--- src/rtl/bifd_pkg.sv ---
// Shared types and constants of the beam intensity frame decoder.
// Used by the controller, the datapath and the top level; no dependencies.
`default_nettype none

package bifd_pkg;

	localparam int TABLE_DEPTH    = 256;
	localparam int CODE_W         = 8;
	localparam int VAL_W          = 20;
	localparam int CORR_W         = 22;
	localparam int SUM_W          = 48;
	localparam int WORD_W         = 16;
	localparam int TURN_W         = 32;
	localparam int IDX_OUT_W      = 10;
	localparam int ENTRY_W        = CODE_W + VAL_W;
	localparam int HDR_WORDS      = 3;
	localparam int S_TDATA_W      = 48;
	localparam int M_TDATA_W      = 160;

	localparam logic [VAL_W-1:0]  BASELINE_RESET = 20'd66560;
	localparam logic [SUM_W-1:0]  SUM_MAX        = {SUM_W{1'b1}};

	// tuser codes of the input stream
	localparam logic REQ_DATA  = 1'b0;
	localparam logic REQ_TABLE = 1'b1;

	typedef struct packed {
		logic tbl_wr;     // write one conversion table entry
		logic word_load;  // take a stream word
		logic add_bucket; // convert, accumulate, store or latch reference
		logic next_lane;  // move to the high byte of the word
		logic emit_cur;   // emit the current bucket, corrected
		logic emit_ref;   // emit the reference bucket at baseline
		logic fl_emit;    // emit one held bucket
	} bifd_cmd_t;

	typedef struct packed {
		logic bucket_word; // word position is past the header
		logic skip_first;  // low-byte bucket is beyond the bucket count
		logic idx_lt_ref;
		logic idx_eq_ref;
		logic ref_zero;    // no buckets are held ahead of the reference
		logic lane_hi;
		logic next_skip;   // high-byte bucket is beyond the bucket count
		logic k_last;
		logic out_free;
	} bifd_sts_t;

endpackage

`default_nettype wire

--- src/rtl/bifd_ctrl.sv ---
// Controller state machine of the beam intensity frame decoder.
// Depends on bifd_pkg for the command and status structs.
`default_nettype none

module bifd_ctrl (
	input  wire                  clk,
	input  wire                  arst_n,
	input  wire                  in_valid,
	input  wire                  in_req_type,
	output logic                 in_ready,
	input  wire bifd_pkg::bifd_sts_t sts,
	output bifd_pkg::bifd_cmd_t  cmd
);
	import bifd_pkg::*;

	typedef enum logic [2:0] {
		ST_IDLE,
		ST_READ,
		ST_ADD,
		ST_EMIT,
		ST_FL_READ,
		ST_FL_EMIT,
		ST_REF_EMIT,
		ST_NEXT
	} state_t;

	state_t state_q;
	logic   accept;

	assign in_ready = (state_q == ST_IDLE);
	assign accept   = in_valid && in_ready;

	always_comb begin
		cmd            = '0;
		cmd.tbl_wr     = accept && (in_req_type == REQ_TABLE);
		cmd.word_load  = accept && (in_req_type == REQ_DATA);
		cmd.add_bucket = (state_q == ST_ADD);
		cmd.next_lane  = (state_q == ST_NEXT) && !sts.lane_hi && !sts.next_skip;
		cmd.emit_cur   = (state_q == ST_EMIT) && sts.out_free;
		cmd.emit_ref   = (state_q == ST_REF_EMIT) && sts.out_free;
		cmd.fl_emit    = (state_q == ST_FL_EMIT) && sts.out_free;
	end

	always_ff @(posedge clk or negedge arst_n) begin
		if (!arst_n) begin
			state_q <= ST_IDLE;
		end else begin
			case (state_q)
				ST_IDLE: begin
					if (cmd.word_load && sts.bucket_word && !sts.skip_first)
						state_q <= ST_READ;
				end
				ST_READ: begin
					state_q <= ST_ADD;
				end
				ST_ADD: begin
					if (sts.idx_lt_ref)
						state_q <= ST_NEXT;
					else if (sts.idx_eq_ref)
						state_q <= sts.ref_zero ? ST_REF_EMIT : ST_FL_READ;
					else
						state_q <= ST_EMIT;
				end
				ST_EMIT: begin
					if (sts.out_free)
						state_q <= ST_NEXT;
				end
				ST_FL_READ: begin
					state_q <= ST_FL_EMIT;
				end
				ST_FL_EMIT: begin
					if (sts.out_free)
						state_q <= sts.k_last ? ST_REF_EMIT : ST_FL_READ;
				end
				ST_REF_EMIT: begin
					if (sts.out_free)
						state_q <= ST_NEXT;
				end
				ST_NEXT: begin
					state_q <= cmd.next_lane ? ST_READ : ST_IDLE;
				end
				default: begin
					state_q <= ST_IDLE;
				end
			endcase
		end
	end

endmodule

`default_nettype wire

--- config.mk ---
export PLATFORM = sky130hd
export DESIGN_NAME = bifd_ctrl
export DESIGN_NICKNAME = d
export VERILOG_FILES = /design/src/rtl/bifd_pkg.sv /design/src/rtl/bifd_ctrl.sv
export SDC_FILE = /design/constraint.sdc
export NUM_CORES = 1
export LEC_CHECK = 0
export BUFFER_PORTS_ARGS = -buffer_cell sky130_fd_sc_hd__clkbuf_2
export CORE_AREA = 2 2 39 41
export CTS_BUF_LIST = sky130_fd_sc_hd__clkbuf_8
export DETAILED_ROUTE_END_ITERATION = 8
export DIE_AREA = 0 0 41 43
export PLACE_DENSITY = 0.57
export SKIP_LAST_GASP = 1
export SLEW_MARGIN = 20
export SYNTH_ARGS = -nofsm -noshare
export SYNTH_HDL_FRONTEND = slang
export SYNTH_SLANG_ARGS = --single-unit
--- constraint.sdc ---
create_clock -name clk -period 1.3 [get_ports clk]
set_clock_uncertainty 0.15 [all_clocks]
set_input_delay 0.065 -clock clk [delete_from_list [all_inputs] [get_ports clk]]
set_output_delay 0.065 -clock clk [all_outputs]
set_load 0.01 [all_outputs]
# Yosys cells after proc, flatten, opt, wreduce, memory -nomap -nowiden
# Cells that the tools add are included.
# op_classes
eq_ne	10
n_mux	9
n_bitwise	1
reduce_logical	16
# ops
op	n
$pmux 3 s7	1
$mux 3	5
$eq 3x3->1 const B	4
$logic_and 1x1->1	10
$eq 3x2->1 const B	2
$mux 2	2
$ne 2x1->1 const B	2
$eq 3x1->1 const B	1
$logic_not 1->1	3
$logic_not 3->1	1
$reduce_and 3->1	1
$ne 2x2->1 const B	1
$reduce_or 2->1	1
$mux 1	1
$not 1->1	1
# word_totals
in_bits	13
word_cells	37
out_inout_bits	8
regBits	3

# Logic depth before layout (Yosys ltp)
# depth
ltp_word	7
ltp_mapped	5

# Least setup slack after synthesis
# Ideal clock, no wire load.
# synth_path
kind	flip-flop to flip-flop
from	register state_q[1]
to	register state_q[0]
t_required_ps	1032
period_less_slack_ps	1405
path_buffers	1
path_stages_with_launch	6
t_arrival_ps	1137
slack_ps	-105
cell_sequence	dfrtp_1 -> buf_6 -> a21oi_1 -> a211oi_2 -> a211o_1 -> a21o_1
# synth_via
elab_chain_len	7
elab_cells_between_ends	21
classes_between	10 x eq/ne; 2 x mux; 9 x reduce/logical
# synth_lines
element	line	rtl
start, declared	bifd_ctrl.sv:27	state_t state_q;
start signal, assigned	bifd_ctrl.sv:60	state_q <= sts.ref_zero ? ST_REF_EMIT : ST_FL_READ;
start signal, assigned	bifd_ctrl.sv:73	state_q <= sts.k_last ? ST_REF_EMIT : ST_FL_READ;
start signal, assigned	bifd_ctrl.sv:80	state_q <= cmd.next_lane ? ST_READ : ST_IDLE;
$logic_not 3->1	bifd_ctrl.sv:30, bifd_ctrl.sv:48	
$logic_and 1x1->1	bifd_ctrl.sv:31	assign accept = in_valid && in_ready;
$logic_and 1x1->1	bifd_ctrl.sv:36	cmd.word_load = accept && (in_req_type == REQ_DATA);
$logic_and 1x1->1 (2 in a row)	bifd_ctrl.sv:50	if (cmd.word_load && sts.bucket_word && !sts.skip_first)
$ne 2x1->1 (no source line)	n/a	
$reduce_and 3->1 (no source line)	n/a	
# Parallel ways exist; a longest one is shown, timed or not.
# A chain may end at the register's enable or synchronous reset.

# Final worst setup path
# Same ends and word-level chain as after synthesis.

==> metrics.md <==
| Metric | Value |
|---|---|
| CTS tree | built |
| Routability congestion estimate from global placement | 0.695 |
| Leak Pwr | 0.317 nW |
| Number of search-and-repair iterations in the first detailed-routing pass | 4 |
| Setup-failing EPs final | 9 |
| Depth of the most critical reg-to-reg path | 5 |
| Crit Path Class | reg -> reg |
| Switching power as a share of total power | 36.8% |
| Layout area overhead | 100% |
| Sequential element share of the synthesized area | 23.9% |
| Syn Area/Cell | 8.26 sq um |
| Level count of the clock H-tree | 1 |
| Average vias per placed instance | 4.82 |
| Sort of element at the start of the critical path | flip-flop |
| Number of buffers added on ports | 20 |
| R2r endpoint | state_q[0] |
| RSZ-0062 raised after global routing | yes |
| Share of final-layout standard cells stronger than drive strength 1 | 68.9% |
| Die area | 1760 sq um |
| CP arrival | 1.42 ns |
| Minimum hold slack | 0.0311 ns |
| Pint | 0.000900 W |
| Biggest area consumer among synthesized cells | sky130_fd_sc_hd__dfrtp_1 |
| Synthesized-area fraction occupied by adder cells | 0% |
| IO Pins | 21 |
| Most frequent cells in the layout | sky130_fd_sc_hd__clkbuf_2 (13), sky130_fd_sc_hd__buf_4 (9), sky130_fd_sc_hd__buf_6 (6) |
| Class of the tightest hold or removal check | in -> async |
| Max FO, Critical Path | 8 |
| Cell area after synthesis | 314 sq um |
| Number of buffers created by CTS | 3 |
| Gate power share | 62.8% |
| Share of the clock period used by the worst path | 113% |
| Final count of pins violating max slew | 0 |
| Vertical extent of the die | 43 um |
| Place WS | -0.127 ns |
| CTS root buffer | sky130_fd_sc_hd__clkbuf_8 |
| Largest net degree at the start of global routing | 9 |
| Final-layout fill cell count | 149 |
| Min setup slack post-route | -0.173 ns |
| Clk pin slew, worst setup/hold paths | 0.03 ns |
| Post-layout utilization of the core | 45.4% |
| Diodes inserted | 0 |
| Multiplexer fraction of the synthesized cell area | 0% |
| Highest clock rate | 679 MHz |
| Main combinational cell family by area after synthesis | simple AND/OR/NAND/NOR gates |
| Global-route wire length before repair | 1.59 mm |
| Failing checks | setup timing |
| Detailed-route DRC error count | 0 |
| R2R Setup Slk | -0.17 ns |
| Most common cell after layout, fill and taps aside | sky130_fd_sc_hd__clkbuf_2 |
| Run status | finished with violations |
| Vias in the first global route | 421 |
| Power share of the clock group | 18.5% |
| Fraction of power consumed by sequential logic | 18.7% |
| Final number of hold-violating endpoints | 0 |
| Overall fraction of global-route tracks in use | 13.8% |
| Total half-perimeter wirelength after legalization and detailed placement | 651 um |
| Clock network latency to the later pin of the worst-skew pair | 0.22 ns |
| Number of placement rows | 14 |
| Routed Antenna Nets | 0 |
| Largest Register | state_q |
| Synth Net Count | 51 |
| Critical R2R Launch | state_q[1] |
| Peak supply drop | 0.900 mV |
| Initial Utilization | 22.7% |
| Number of synthesis warnings | 0 |
| Critical path capture point type | flip-flop |
| Number of distinct library cell variants in the gate-level netlist after synthesis | 24 |
| Post-synthesis xor/xnor area fraction | 2.79% |
| Yosys top cell area share | 23.9% |
| Number of vias in the routed layout | 434 |
| Overall power after layout | 0.00142 W |
| Compound-Gate Fraction of Synth Area | 23.1% |
| Placeable core region | 1380 sq um |
| Flop and latch count out of synthesis | 3 |
| Remaining global-route overflow | 0 |
| Number of buffers on the longest clock path | 2 |
| Antenna violations before repair | 0 |
| Synthesized instance count | 38 |
| Final layout net count | 88 |
| Fraction of the mapped netlist area in simple logic gates | 40.6% |
| Critical path required time | 1.25 ns |
| Crit path time final | 1.47 ns |
| Leading cell types by total area after synthesis | sky130_fd_sc_hd__dfrtp_1 (24%), sky130_fd_sc_hd__buf_6 (7.2%), sky130_fd_sc_hd__nor2_1 (7.2%), sky130_fd_sc_hd__nand2_1 (6.0%), sky130_fd_sc_hd__o21ai_0 (4.8%) |
| Worst Max-Slew Pin Slew | 0.280 ns |
| Registers with the most flip-flops | state_q x3 |
| Number of cells in the design after placement | 78 |
| Count of maximum capacitance violations | 0 |
| Non-Filler Instances | 90 |
| Post-Route WL | 950 um |
| PD cells | 2270 nW/um^2 |
| Horiz. Die Dim | 41 um |
| NetSw | 0.000523 W |
| Max FFs per register | 3 |
| Post-detailed-route wirelength per cell | 10.6 um |
| Tightest slew margin relative to the limit | 81.2% |
| Clock Sinks | 3 |
| Detailed router's first-iteration violation count | 9 |
## how the worst max path moves through the flow
| stage | from | to | slack, ns | cells after the start |
|---|---|---|---|---|
| floorplan | state_q[1] | state_q[0] | -0.07 | 5 |
| global placement | state_q[1] | state_q[0] | -0.12 | 4 |
| detailed placement | state_q[1] | state_q[0] | -0.13 | 4 |
| CTS | state_q[1] | cmd[2] | -0.18 | 4 |
| global route | state_q[2] | cmd[5] | -0.27 | 5 |
| finish | state_q[1] | state_q[0] | -0.17 | 5 |
## Yosys cell counts
cell                       number
sky130_fd_sc_hd__o21ai_0        3
sky130_fd_sc_hd__nand2b_1       1
sky130_fd_sc_hd__and4bb_2       1
sky130_fd_sc_hd__o22ai_1        1
sky130_fd_sc_hd__buf_4          1
sky130_fd_sc_hd__nand2_1        5
sky130_fd_sc_hd__or2b_1         1
sky130_fd_sc_hd__nor3_2         1
sky130_fd_sc_hd__a21o_1         1
sky130_fd_sc_hd__nor3b_1        1
sky130_fd_sc_hd__a211oi_2       1
sky130_fd_sc_hd__a21oi_1        1
sky130_fd_sc_hd__and4b_2        1
sky130_fd_sc_hd__nor4_1         1
sky130_fd_sc_hd__buf_6          2
sky130_fd_sc_hd__nor2_1         6
sky130_fd_sc_hd__nor2b_2        1
sky130_fd_sc_hd__and3_1         1
sky130_fd_sc_hd__a211o_1        1
sky130_fd_sc_hd__xnor2_1        1
sky130_fd_sc_hd__and4_2         1
sky130_fd_sc_hd__dfrtp_1        3
sky130_fd_sc_hd__a22o_2         1
sky130_fd_sc_hd__o31ai_1        1
## repair_timing
action,4_1_cts,5_1_grt
endpoints found under the setup margin,10,9
resized for setup,5,16
hold endpoints to repair,4,0
setup buffers,6,0
pin swaps,1,2
hold buffers,2,0
## cell families (layout without fill, tap and decap cells)
family | count (synthesis) | in the layout
xor+xnor | 1 | 1
compound gates | 10 | 10
simple gates | 21 | 21
buf+inv | 3 | 39
flops | 3 | 3
## area by class of cell
type | instances | area, sq um | area share (%)
Clock inverter | 1 | 3.75 | 0.598
Clock buffer | 3 | 41.3 | 6.57
Sequential cell | 3 | 78.8 | 12.5
Multi-Input combinational cell | 32 | 239 | 38.0
Timing Repair Buffer | 35 | 245 | 39.0
Tap cell | 16 | 20.0 | 3.19
## per-stage QoR
stage / TNS [ns] / cell area (sq um)
2_1_floorplan: -0.0705 / 324
3_3_place_gp: -0.202 / 467
3_5_place_dp: -0.196 / 467
4_1_cts: -1.10 / 588
5_1_grt: -1.51 / 628
6_report: -0.982 / 628
## layer usage
layer	vias up	global-route usage [%]	part of all wire, %
met5	-	0	0
met4	0	10.0	1.4
met3	2	3.14	4.8
met2	16	23.8	60
met1	207	12.9	33
li1	209	-	-
## power groups by stage
| stage | registers [W] | clock network (W) | logic [W] |
|---|---|---|---|
| after floorplan | 0.000220 | 0 | 0.000489 |
| after global placement | 0.000260 | 0 | 0.000645 |
| after detailed placement | 0.000259 | 0 | 0.000650 |
| after CTS | 0.000263 | 0.000273 | 0.000827 |
| after global routing | 0.000278 | 0.000279 | 0.000986 |
| final | 0.000267 | 0.000264 | 0.000893 |
## critical path, cell delays in order (launching register included)
cell	delay [ns]
sky130_fd_sc_hd__dfrtp_2	0.44
sky130_fd_sc_hd__or2b_1	0.28
sky130_fd_sc_hd__buf_4	0.14
sky130_fd_sc_hd__nor2_1	0.13
sky130_fd_sc_hd__nor4_1	0.07
sky130_fd_sc_hd__a21o_1	0.15
Note: power is estimated with default switching activity, not from simulation.
